`src/design/tpfpc_pkg.sv`:
```
// Shared types, constants and helpers for the period and phase capture timer.
`default_nettype none

package tpfpc_pkg;

    // Counter width default and reported width of the wide counters
    localparam int COUNT_WIDTH_DEF = 32;
    localparam int REPORT_W        = 32;

    // Configuration reset values
    localparam logic [7:0]  TICKS_PER_MS_RST  = 8'd4;
    localparam logic [15:0] MS_PER_SECOND_RST = 16'd1000;

    // Configuration register indexes
    localparam int         CFG_IDX_W         = 1;
    localparam logic [0:0] CFG_TICKS_PER_MS  = 1'b0;
    localparam logic [0:0] CFG_MS_PER_SECOND = 1'b1;

    // Event commands
    typedef enum logic [1:0] {
        CMD_TICK  = 2'd0,
        CMD_VEDGE = 2'd1,
        CMD_IEDGE = 2'd2,
        CMD_LOAD  = 2'd3
    } t_cmd;

    // Timeout selectors for a load
    localparam logic [1:0] SEL_LINK    = 2'd0;
    localparam logic [1:0] SEL_GENERAL = 2'd1;
    localparam logic [1:0] SEL_SAMPLE  = 2'd2;

    // One input item
    typedef struct packed {
        t_cmd        command;
        logic [1:0]  timeout_select;
        logic [15:0] timeout_value;
        logic        sampling_active;
    } t_item;

    // One result item
    typedef struct packed {
        logic        half_second_pulse;
        logic        second_pulse;
        logic [31:0] frequency_sum;
        logic [15:0] edge_count;
        logic [31:0] phase_ticks;
        logic [15:0] link_timeout_left;
        logic [15:0] general_timeout_left;
        logic [15:0] sample_timeout_left;
    } t_result;

    // Saturating decrement: zero stays zero
    function automatic logic [15:0] count_down(input logic [15:0] v);
        return (v != 16'd0) ? (v - 16'd1) : 16'd0;
    endfunction

endpackage

`default_nettype wire

```
`src/design/tpfpc_in_stage.sv`:
```
// Input register stage: holds one accepted item until the core consumes it.
`default_nettype none

module tpfpc_in_stage (
    input  wire logic            i_clk,
    input  wire logic            i_rst_n,
    input  wire logic            i_tvalid,
    output logic                 o_tready,
    input  wire tpfpc_pkg::t_item i_item,
    input  wire logic            i_take,
    output logic                 o_valid,
    output tpfpc_pkg::t_item     o_item
);

    logic             r_valid;
    tpfpc_pkg::t_item r_item;

    // Room when empty or when the held item leaves this cycle
    assign o_tready = !r_valid || i_take;
    assign o_valid  = r_valid;
    assign o_item   = r_item;

    always_ff @(posedge i_clk) begin
        if (!i_rst_n) begin
            r_valid <= 1'b0;
        end else if (i_tvalid && o_tready) begin
            r_valid <= 1'b1;
        end else if (i_take) begin
            r_valid <= 1'b0;
        end
    end

    // Payload, no reset
    always_ff @(posedge i_clk) begin
        if (i_tvalid && o_tready) begin
            r_item <= i_item;
        end
    end

endmodule

`default_nettype wire

```
`src/design/tpfpc_core.sv`:
```
// Timer state, configuration registers and single-pass event update.
`default_nettype none

module tpfpc_core #(
    parameter int COUNT_WIDTH = tpfpc_pkg::COUNT_WIDTH_DEF
) (
    input  wire logic                            i_clk,
    input  wire logic                            i_rst_n,
    input  wire logic                            i_cfg_we,
    input  wire logic [tpfpc_pkg::CFG_IDX_W-1:0] i_cfg_index,
    input  wire logic [15:0]                     i_cfg_data,
    input  wire logic                            i_adv,
    input  wire tpfpc_pkg::t_item                i_item,
    output tpfpc_pkg::t_result                   o_result
);

    localparam int ExtW = (COUNT_WIDTH > tpfpc_pkg::REPORT_W) ? COUNT_WIDTH
                                                              : tpfpc_pkg::REPORT_W;

    // Configuration
    logic [7:0]  r_ticks_per_ms;
    logic [15:0] r_ms_per_second;

    // State
    logic [7:0]             r_ms_prescale,     n_ms_prescale;
    logic [15:0]            r_second_prescale, n_second_prescale;
    logic [COUNT_WIDTH-1:0] r_ticks_since_edge, n_ticks_since_edge;
    logic [COUNT_WIDTH-1:0] r_period_accum,    n_period_accum;
    logic [COUNT_WIDTH-1:0] r_freq_latched,    n_freq_latched;
    logic [COUNT_WIDTH-1:0] r_phase_counter,   n_phase_counter;
    logic [COUNT_WIDTH-1:0] r_phase_capture,   n_phase_capture;
    logic [15:0]            r_edges_seen,      n_edges_seen;
    logic [15:0]            r_link_timeout,    n_link_timeout;
    logic [15:0]            r_general_timeout, n_general_timeout;
    logic [15:0]            r_sample_timeout,  n_sample_timeout;
    logic                   w_half_pulse;
    logic                   w_sec_pulse;
    logic [ExtW-1:0]        w_freq_ext;
    logic [ExtW-1:0]        w_phase_ext;

    // Configuration writes
    always_ff @(posedge i_clk) begin
        if (!i_rst_n) begin
            r_ticks_per_ms  <= tpfpc_pkg::TICKS_PER_MS_RST;
            r_ms_per_second <= tpfpc_pkg::MS_PER_SECOND_RST;
        end else if (i_cfg_we) begin
            unique case (i_cfg_index)
                tpfpc_pkg::CFG_TICKS_PER_MS:  r_ticks_per_ms  <= i_cfg_data[7:0];
                tpfpc_pkg::CFG_MS_PER_SECOND: r_ms_per_second <= i_cfg_data;
                default: ;
            endcase
        end
    end

    // Next state for one event
    always_comb begin
        n_ms_prescale      = r_ms_prescale;
        n_second_prescale  = r_second_prescale;
        n_ticks_since_edge = r_ticks_since_edge;
        n_period_accum     = r_period_accum;
        n_freq_latched     = r_freq_latched;
        n_phase_counter    = r_phase_counter;
        n_phase_capture    = r_phase_capture;
        n_edges_seen       = r_edges_seen;
        n_link_timeout     = r_link_timeout;
        n_general_timeout  = r_general_timeout;
        n_sample_timeout   = r_sample_timeout;
        w_half_pulse       = 1'b0;
        w_sec_pulse        = 1'b0;
        unique case (i_item.command)
            tpfpc_pkg::CMD_TICK: begin
                n_phase_counter    = r_phase_counter + 1'b1;
                n_ticks_since_edge = r_ticks_since_edge + 1'b1;
                if (i_item.sampling_active) begin
                    n_sample_timeout = tpfpc_pkg::count_down(r_sample_timeout);
                end
                n_ms_prescale = r_ms_prescale - 8'd1;
                // Millisecond boundary
                if (n_ms_prescale == 8'd0) begin
                    n_ms_prescale     = r_ticks_per_ms;
                    n_link_timeout    = tpfpc_pkg::count_down(r_link_timeout);
                    n_second_prescale = r_second_prescale - 16'd1;
                    // Half point checked first, then full second
                    if (n_second_prescale == {1'b0, r_ms_per_second[15:1]}) begin
                        w_half_pulse = 1'b1;
                    end else if (n_second_prescale == 16'd0) begin
                        n_second_prescale = r_ms_per_second;
                        w_half_pulse      = 1'b1;
                        w_sec_pulse       = 1'b1;
                        n_freq_latched    = r_period_accum;
                        n_period_accum    = '0;
                        n_general_timeout = tpfpc_pkg::count_down(r_general_timeout);
                    end
                end
            end
            tpfpc_pkg::CMD_VEDGE: begin
                n_edges_seen       = r_edges_seen + 16'd1;
                n_period_accum     = r_period_accum + r_ticks_since_edge;
                n_ticks_since_edge = '0;
                n_phase_capture    = r_phase_counter;
            end
            tpfpc_pkg::CMD_IEDGE: begin
                n_phase_counter = '0;
            end
            tpfpc_pkg::CMD_LOAD: begin
                unique case (i_item.timeout_select)
                    tpfpc_pkg::SEL_LINK:    n_link_timeout    = i_item.timeout_value;
                    tpfpc_pkg::SEL_GENERAL: n_general_timeout = i_item.timeout_value;
                    tpfpc_pkg::SEL_SAMPLE:  n_sample_timeout  = i_item.timeout_value;
                    default: ;
                endcase
            end
            default: ;
        endcase
    end

    // Result from the post-event state; wide counters report their low bits
    assign w_freq_ext  = ExtW'(n_freq_latched);
    assign w_phase_ext = ExtW'(n_phase_capture);

    always_comb begin
        o_result.half_second_pulse    = w_half_pulse;
        o_result.second_pulse         = w_sec_pulse;
        o_result.frequency_sum        = w_freq_ext[tpfpc_pkg::REPORT_W-1:0];
        o_result.edge_count           = n_edges_seen;
        o_result.phase_ticks          = w_phase_ext[tpfpc_pkg::REPORT_W-1:0];
        o_result.link_timeout_left    = n_link_timeout;
        o_result.general_timeout_left = n_general_timeout;
        o_result.sample_timeout_left  = n_sample_timeout;
    end

    // State registers, updated once per consumed item
    always_ff @(posedge i_clk) begin
        if (!i_rst_n) begin
            r_ms_prescale      <= tpfpc_pkg::TICKS_PER_MS_RST;
            r_second_prescale  <= tpfpc_pkg::MS_PER_SECOND_RST;
            r_ticks_since_edge <= '0;
            r_period_accum     <= '0;
            r_freq_latched     <= '0;
            r_phase_counter    <= '0;
            r_phase_capture    <= '0;
            r_edges_seen       <= '0;
            r_link_timeout     <= '0;
            r_general_timeout  <= '0;
            r_sample_timeout   <= '0;
        end else if (i_adv) begin
            r_ms_prescale      <= n_ms_prescale;
            r_second_prescale  <= n_second_prescale;
            r_ticks_since_edge <= n_ticks_since_edge;
            r_period_accum     <= n_period_accum;
            r_freq_latched     <= n_freq_latched;
            r_phase_counter    <= n_phase_counter;
            r_phase_capture    <= n_phase_capture;
            r_edges_seen       <= n_edges_seen;
            r_link_timeout     <= n_link_timeout;
            r_general_timeout  <= n_general_timeout;
            r_sample_timeout   <= n_sample_timeout;
        end
    end

endmodule

`default_nettype wire

```
`src/design/tpfpc_out_stage.sv`:
```
// Output result register: holds one result until the downstream side takes it.
`default_nettype none

module tpfpc_out_stage (
    input  wire logic               i_clk,
    input  wire logic               i_rst_n,
    input  wire logic               i_load,
    input  wire tpfpc_pkg::t_result i_result,
    output logic                    o_can_load,
    output logic                    o_tvalid,
    input  wire logic               i_tready,
    output tpfpc_pkg::t_result      o_result
);

    logic               r_valid;
    tpfpc_pkg::t_result r_result;

    // Free when empty or when the held result is taken this cycle
    assign o_can_load = !r_valid || i_tready;
    assign o_tvalid   = r_valid;
    assign o_result   = r_result;

    always_ff @(posedge i_clk) begin
        if (!i_rst_n) begin
            r_valid <= 1'b0;
        end else if (i_load) begin
            r_valid <= 1'b1;
        end else if (i_tready) begin
            r_valid <= 1'b0;
        end
    end

    always_ff @(posedge i_clk) begin
        if (i_load) begin
            r_result <= i_result;
        end
    end

endmodule

`default_nettype wire

```
`src/design/tick_prescaler_freq_phase_capture.sv`:
```
// An accepted item is held in the input register, then its result is loaded into
// the result register and shown on o_m_tvalid. Throughput: one item per cycle while
// the result register has room; each item is one pass through the update logic.
// Reset (i_rst_n low, synchronous): prescalers reload 4 and 1000, all counters,
// timeouts and captures clear, both stages empty. Configuration is always ready.
`default_nettype none

module tick_prescaler_freq_phase_capture #(
    parameter int COUNT_WIDTH = tpfpc_pkg::COUNT_WIDTH_DEF
) (
    input  wire logic                            i_clk,
    input  wire logic                            i_rst_n,
    // Input items
    input  wire logic                            i_s_tvalid,
    output logic                                 o_s_tready,
    input  wire logic [23:0]                     i_s_tdata,  // timeout_value[15:0],
                                                             // sampling_active[16], zero[23:17]
    input  wire logic [3:0]                      i_s_tuser,  // command[1:0], timeout_select[3:2]
    // Result items
    output logic                                 o_m_tvalid,
    input  wire logic                            i_m_tready,
    output logic [135:0]                         o_m_tdata,  // half_second_pulse[0],
                                                             // second_pulse[1],
                                                             // frequency_sum[33:2],
                                                             // edge_count[49:34],
                                                             // phase_ticks[81:50],
                                                             // link_timeout_left[97:82],
                                                             // general_timeout_left[113:98],
                                                             // sample_timeout_left[129:114],
                                                             // zero[135:130]
    // Configuration writes
    input  wire logic                            i_cfg_valid,
    output logic                                 o_cfg_ready,
    input  wire logic [tpfpc_pkg::CFG_IDX_W-1:0] i_cfg_index,
    input  wire logic [15:0]                     i_cfg_data
);

    tpfpc_pkg::t_item   w_in_item;
    tpfpc_pkg::t_item   w_item;
    tpfpc_pkg::t_result w_core_result;
    tpfpc_pkg::t_result w_out_result;
    logic               w_item_valid;
    logic               w_can_load;
    logic               w_adv;

    // Unpack the input item
    always_comb begin
        w_in_item.command         = tpfpc_pkg::t_cmd'(i_s_tuser[1:0]);
        w_in_item.timeout_select  = i_s_tuser[3:2];
        w_in_item.timeout_value   = i_s_tdata[15:0];
        w_in_item.sampling_active = i_s_tdata[16];
    end

    assign o_cfg_ready = 1'b1;

    // The held item is processed whenever the result register has room
    assign w_adv = w_item_valid && w_can_load;

    tpfpc_in_stage u_in_stage (
        .i_clk    (i_clk),
        .i_rst_n  (i_rst_n),
        .i_tvalid (i_s_tvalid),
        .o_tready (o_s_tready),
        .i_item   (w_in_item),
        .i_take   (w_adv),
        .o_valid  (w_item_valid),
        .o_item   (w_item)
    );

    tpfpc_core #(
        .COUNT_WIDTH (COUNT_WIDTH)
    ) u_core (
        .i_clk       (i_clk),
        .i_rst_n     (i_rst_n),
        .i_cfg_we    (i_cfg_valid),
        .i_cfg_index (i_cfg_index),
        .i_cfg_data  (i_cfg_data),
        .i_adv       (w_adv),
        .i_item      (w_item),
        .o_result    (w_core_result)
    );

    tpfpc_out_stage u_out_stage (
        .i_clk      (i_clk),
        .i_rst_n    (i_rst_n),
        .i_load     (w_adv),
        .i_result   (w_core_result),
        .o_can_load (w_can_load),
        .o_tvalid   (o_m_tvalid),
        .i_tready   (i_m_tready),
        .o_result   (w_out_result)
    );

    // Pack the result item
    assign o_m_tdata = {6'd0,
                        w_out_result.sample_timeout_left,
                        w_out_result.general_timeout_left,
                        w_out_result.link_timeout_left,
                        w_out_result.phase_ticks,
                        w_out_result.edge_count,
                        w_out_result.frequency_sum,
                        w_out_result.second_pulse,
                        w_out_result.half_second_pulse};

`ifndef SYNTHESIS
    // Only a tick can produce second markers
    a_pulse_only_on_tick: assert property (@(posedge i_clk) disable iff (!i_rst_n)
        w_adv && (w_item.command != tpfpc_pkg::CMD_TICK)
        |=> !w_out_result.half_second_pulse && !w_out_result.second_pulse)
        else $error("second marker on a non-tick item");

    // A full second is always also a half-second marker
    a_second_implies_half: assert property (@(posedge i_clk) disable iff (!i_rst_n)
        o_m_tvalid && w_out_result.second_pulse |-> w_out_result.half_second_pulse)
        else $error("second pulse without half-second pulse");

    // A processed item always lands in the result register
    a_adv_gives_result: assert property (@(posedge i_clk) disable iff (!i_rst_n)
        w_adv |=> o_m_tvalid)
        else $error("processed item produced no result");
`endif

endmodule

`default_nettype wire

```
`config.mk`:
```
export PLATFORM = sky130hd
export DESIGN_NAME = tick_prescaler_freq_phase_capture
export DESIGN_NICKNAME = d
export VERILOG_FILES = /design/src/design/tpfpc_pkg.sv /design/src/design/tpfpc_in_stage.sv /design/src/design/tpfpc_core.sv /design/src/design/tpfpc_out_stage.sv /design/src/design/tick_prescaler_freq_phase_capture.sv
export SDC_FILE = /design/constraint.sdc
export NUM_CORES = 1
export LEC_CHECK = 0
export ABC_AREA = 1
export BUFFER_PORTS_ARGS = -buffer_cell sky130_fd_sc_hd__buf_4
export CAP_MARGIN = 15
export CORE_ASPECT_RATIO = 1.5
export CORE_MARGIN = 2
export CORE_UTILIZATION = 30
export CTS_CLUSTER_SIZE = 24
export DETAILED_ROUTE_END_ITERATION = 16
export GPL_ROUTABILITY_DRIVEN = 0
export SLEW_MARGIN = 20
export SYNTH_ARGS = -nofsm -noshare
export SYNTH_HDL_FRONTEND = slang
export SYNTH_HIERARCHICAL = 1
export SYNTH_SLANG_ARGS = --single-unit
```
`constraint.sdc`:
```
create_clock -name i_clk -period 18.6 [get_ports i_clk]
set_input_delay 3.72 -clock i_clk [delete_from_list [all_inputs] [get_ports i_clk]]
set_output_delay 3.72 -clock i_clk [all_outputs]
set_load 0.01 [all_outputs]
```
# Word level (Yosys, flattened, before mapping)
# Cells that the tools add are included.
[op_classes]
mux = 35
eq_ne = 9
add_sub_neg = 9
reduce_logical = 26
bitwise_logic = 3
[op_table]
columns = ["op", "n"]
rows = [
  ["$mux W32", 8],
  ["$mux W16", 14],
  ["$pmux W32 S2", 3],
  ["$pmux W16 S2", 3],
  ["$add A32 B1 Y32 const B", 2],
  ["$sub A16 B1 Y16 const B", 4],
  ["$reduce_bool A16 Y1", 3],
  ["$add A32 B32 Y32", 1],
  ["$add A16 B1 Y16 const B", 1],
  ["$eq A16 B15 Y1", 1],
  ["$logic_not A16 Y1", 1],
  ["$reduce_and A2 Y1", 6],
  ["$logic_not A8 Y1", 1],
  ["$mux W8", 1],
  ["$reduce_bool A2 Y1", 4],
  ["$sub A8 B1 Y8 const B", 1],
  ["$eq A2 B2 Y1 const B", 3],
  ["$mux W1", 6],
  ["$reduce_and A5 Y1", 1],
  ["$eq A2 B1 Y1 const B", 2],
  ["$logic_not A2 Y1", 2],
  ["$ne A2 B1 Y1 const B", 2],
  ["$not A1 Y1", 3],
  ["$reduce_and A3 Y1", 1],
  ["other kinds (5)", 8],
]
[word_totals]
reg_bits = 425
output_inout_bits = 139
inputBits = 50
elab_cells = 109

# Logic depth before layout (Yosys ltp)
[depth]
depth_word = 6
ltp_mapped = 22
ltp_nobuf = 20

# By module
# Netlist, hierarchy kept.
[by_module_without_submodules]
columns = ["mod", "seq_area_each_um2", "instances", "area_each_um2", "cells_per_inst"]
rows = [
  ["tpfpc_core", 5445.2, 1, 18188.7, 2889],
  ["tpfpc_out_stage", 3923.8, 1, 3950.0, 136],
  ["tpfpc_in_stage", 650.6, 1, 681.9, 28],
  ["tick_prescaler_freq_phase_capture", 0.0, 1, 67.6, 11],
]

# Worst setup path after synthesis
# OpenSTA, ideal clock, no wires.
[synth_path]
path_kind = "input -> output"
startpoint = "input i_m_tready"
endpoint = "output o_s_tready"
path_buffers = 0
arrival_time_ns = 6.741
required_time_ns = 14.880
path_slack_ns = 8.139
stages = 6
cell_sequence = "inv_1 > nand2_2 > nand2_1 > inv_1 > inv_2 > nand2_2"
[synth_between]
elab_chain_cells = 3
[synth_lines]
columns = ["element", "line_no", "source"]
rows = [
  ["start: declaration", "tick_prescaler_freq_phase_capture.sv:21", "input wire logic i_m_tready,"],
  ["$logic_or A1 B1 Y1", "tpfpc_out_stage.sv:19", "assign o_can_load = !r_valid || i_tready;"],
  ["via w_can_load", "tick_prescaler_freq_phase_capture.sv:43", "logic w_can_load;"],
  ["$logic_and A1 B1 Y1", "tick_prescaler_freq_phase_capture.sv:57", "assign w_adv = w_item_valid && w_can_load;"],
  ["via w_adv", "tick_prescaler_freq_phase_capture.sv:44", "logic w_adv;"],
  ["$logic_or A1 B1 Y1", "tpfpc_in_stage.sv:19", "assign o_tready = !r_valid || i_take;"],
  ["end: declaration", "tick_prescaler_freq_phase_capture.sv:15", "output logic o_s_tready,"],
]
# The timed path passes the listed nets, and every way through them passes these cells.

# Worst setup path in the final report
# Same ends and word-level chain as after synthesis.

==> impl_metrics.csv <==
group,metric,value,unit
run_status,result_of_the_run,"finished, final reports clean",
layout,layout-area-overhead-vs-synth,15.9,%
timing,period_share,45.9,%
drt,ant_nets,0,
clocking,path_clk_slew,0.06,ns
die,floorplan.die.width,230,microns
layout,post_route_standard_cell_area_excluding_fillers,0.0265,sq mm
timing,worstMarginPinSlew,1.05,ns
global_route,grt_usage,17.3,%
synth,postSynthCellCount,3064,
layout,fillers,8004,
placed_design,place.port_buffers,174,
layout,drive_gt1_share,12.2,%
timing,fmaxAchievable,117,MHz
synth,mappedNetlistArea,0.0229,sq mm
timing,final.hold.worst_slack,0.460,ns
setup_path,worstPathRequired,14.88,ns
layout,multi_input_area,0.0107,sq mm
synth,post-synth-top-area-fraction,24.0,%
layout,layout.core_utilization,35.0,%
timing,setup_ws,10.06,ns
timing,total_of_endpoints_with_negative_setup_slack_in_the_final_report,0,
drt,number_of_drc_violations_after_detailed_routing,0,
timing,rsz0062_at_grt,"no",
clocking,htreeDepth,2,
setup_path,ff2ff_path_depth,18,
synth,synth.yosys.seq_area_share,43.8,%
synth,syn_avg_cell_area,7.47,sq um
die,placement_rows,124,
pwr,pwr_density_cell,86.9,mW/mm^2
global_route,initial_antenna_violation_count,10,
setup_path,regToRegEndpoint,"u_core/r_phase_counter[24]$_SDFFE_PN0P_",
setup_path,crit_arrival,4.82,ns
synth,yosys-top-cells-area,"dfxtp_1 24%, edfxtp_1 20%, nand2_1 9.2%, o21ai_0 8.4%, inv_1 6.3%",
layout,layout_commonest_cell,"nand2_1",
timing,finClkSkew,0.0384,ns
pwr,power.static_leakage,11.1,nW
setup_path,worst-path-max-fanout,77,
synth,ys_async_sr_fraction,0,%
setup_path,setup.worst_path.start_class,"input pin",
layout,finalNonFillerCells,4205,
worst_hold_path,hold_path_startpoint,"u_core/r_ms_per_second[0]$_SDFFE_PN0P_",
layout,fin_nets,3257,
timing,finalHoldViolCount,0,
clocking,hold_buffers,0,
setup_path,worstSetupEndpointType,"primary output",
die,die-area,0.0786,sq mm
synth,synthFlopType,"dfxtp_1",
timing,setup_total_negative_slack,0,ns
placed_design,detailedPlace.worstSlack,10.05,ns
global_route,first_global_vias,19800,
setup_path,reg2reg_slack,14.90,ns
synth,synth.ff_latch_count,425,
pwr,power.ir.vdd_worst,0.0000700,V
clocking,cts.root.buffer_cell,"clkbuf_16",
synth,netlist-cell-type-count,62,
global_route,grt_first_pass_wirelength,108000,microns
setup_path,critical_path.cell_chain,"buf_4 -> inv_1 -> nand2_2 -> nand2_1 -> inv_8 -> inv_2 -> nand2_2 -> buf_4",
placed_design,dp_hpwl,48400,microns
die,core-area,0.0759,sq mm
clocking,post_cts_resized,0,
setup_path,regToRegStartpoint,"u_in_stage/o_valid$_SDFFE_PN0P_",
timing,timing.slew.headroom,30.2,%
drt,router_iterations_before_antenna_repair,5,
clocking,cts_num_sinks,425,
drt,routed_wl,69200,microns
die,ports_placed_on_the_boundary,189,
synth,yosys_warnings,6,
worst_hold_path,hold_end,"u_core/r_ms_per_second[0]$_SDFFE_PN0P_",
drt,dr.first_iter.drc_count,1334,
setup_path,worst-setup-path-type,"in2out",
worst_hold_path,worstHoldPathType,"reg2reg",
layout,footprint_of_the_flip_flops_and_latches,0.0100,sq mm
layout,layout.cells.most_common_list,"563 x nand2_1, 386 x o21ai_0, 381 x inv_1",
worst_hold_path,whs_path_depth,2,
setup_path,critPathBufInv,5,
drt,wire_per_inst,16.5,microns
setup_path,critical_path.max_stage_delay,0.39,ns
drt,vias_per_cell,4.91,
setup_path,worst_path_max_delay_cell,"inv_8",
timing,layout_min_cycle_time,8.54,ns
clocking,cts_made_buffers,44,
clocking,number_of_setup_buffers_added_after_cts,0,
clocking,max-clock-path-buffers,3,
clocking,tritoncts,"yes",
global_route,grt_start_max_net_pins,96,
pwr,report.power.total,2.31,mW
synth,yosysTopAreaCell,"dfxtp_1",
die,die_h,342,microns
drt,vias,20700,
timing,timing.final.max_slew_violations,0,
placed_design,placement.cell_area,0.0250,sq mm
clocking,clk_latency,0.62,ns
job,timing.max_cap.violations,0,
synth,synth_edf_count,151,
global_route,globalRoute.totalOverflow,0,
die,initial_utilization,30.2,%
placed_design,place_inst,4122,
setup_path,worst_path_dominant_cell_family,"buffers and inverters",
==> cell families (layout without fill, tap and decap cells) <==
family | count (synthesis) | in the layout | share of synthesized area, %
AND/OR/NAND/NOR | 1215 | 1215 | 24.2
other | 2 | 9 | 0.0328
AO/OA/AOI/OAI | 781 | 781 | 18.2
adder cells (fa/ha/maj) | 47 | 47 | 2.60
flip-flops | 425 | 425 | 43.8
buffers and inverters | 551 | 677 | 9.54
XOR/XNOR | 43 | 43 | 1.65
==> report_power, final <==
part	switching (mW)	internal [mW]	total, mW
clock	0.412	0.538	0.950
combinational	0.196	0.101	0.296
sequential	0.0401	1.02	1.06
total	0.648	1.66	2.31
==> how the worst max path moves through the flow <==
stage	slack, ns	start	depth (start not counted)	endpoint
after detailed placement	10.05	i_m_tready	8	o_s_tready
after CTS	10.04	i_m_tready	8	o_s_tready
after floorplan	8.14	i_m_tready	6	o_s_tready
final	10.06	i_m_tready	8	o_s_tready
after global placement	10.06	i_m_tready	8	o_s_tready
after global routing	9.92	i_m_tready	8	o_s_tready
==> layout make-up <==
cell class / instances / share of cell area (%)
diodes: 2 / 0.0189
clock buffers: 54 / 4.52
clock inverters: 27 / 1.34
inverters: 404 / 5.76
multi-input cells: 2093 / 40.4
flip-flops and latches: 425 / 37.8
well taps: 1008 / 4.75
repair buffers: 192 / 5.43
==> flip-flops by register name, summed over array words and instances (netlist names), 21 cells and up <==
register and cells:
u_core/r_freq_latched 32, u_core/r_period_accum 32, u_core/r_phase_capture 32, u_core/r_phase_counter 32
u_core/r_ticks_since_edge 32, u_in_stage/o_item 21, u_out_stage/o_result 130
==> cell usage after synthesis, drive strengths merged, types with 3 or more instances <==
library cell  number
nand2            582
o21ai            440
inv              399
dfxtp            274
a21oi            259
nor2             251
nand3            193
edfxtp           151
clkbuf           107
nor3              88
nand4             49
ha                46
buf               40
xor2              33
o211ai            21
nor4              19
or2               16
o22ai             14
o21a              12
xnor2             10
a211oi             8
a31oi              8
nand3b             8
clkinv             5
a22oi              4
and2               4
and3               3
o311ai             3
==> per-layer routing <==
layer  share of wire [%]  wire length [microns]  global-route usage (%)
met3                 5.2                   3580                    3.40
met4                 4.3                   2990                    8.37
met5                0.15                    105                       0
met1                  42                  28900                    20.4
met2                  49                  33600                    29.9
==> worst register-to-register path, cell delays in order (launching register included) <==
cell      delay, ns
dfxtp_1        0.56
nand2_1        0.22
inv_8          0.39
nand2_2        0.36
clkinv_2       0.30
nor2_4         0.12
nor3_2         0.15
nand2_1        0.11
nor2_1         0.15
nand2_1        0.06
nor2_1         0.12
nand2_1        0.11
nor2_2         0.13
nand3_2        0.11
nor2_2         0.20
nand4_1        0.21
nor2_1         0.14
nand2_1        0.06
a21oi_1        0.12
No activity file was read; power rests on OpenSTA's default activity.
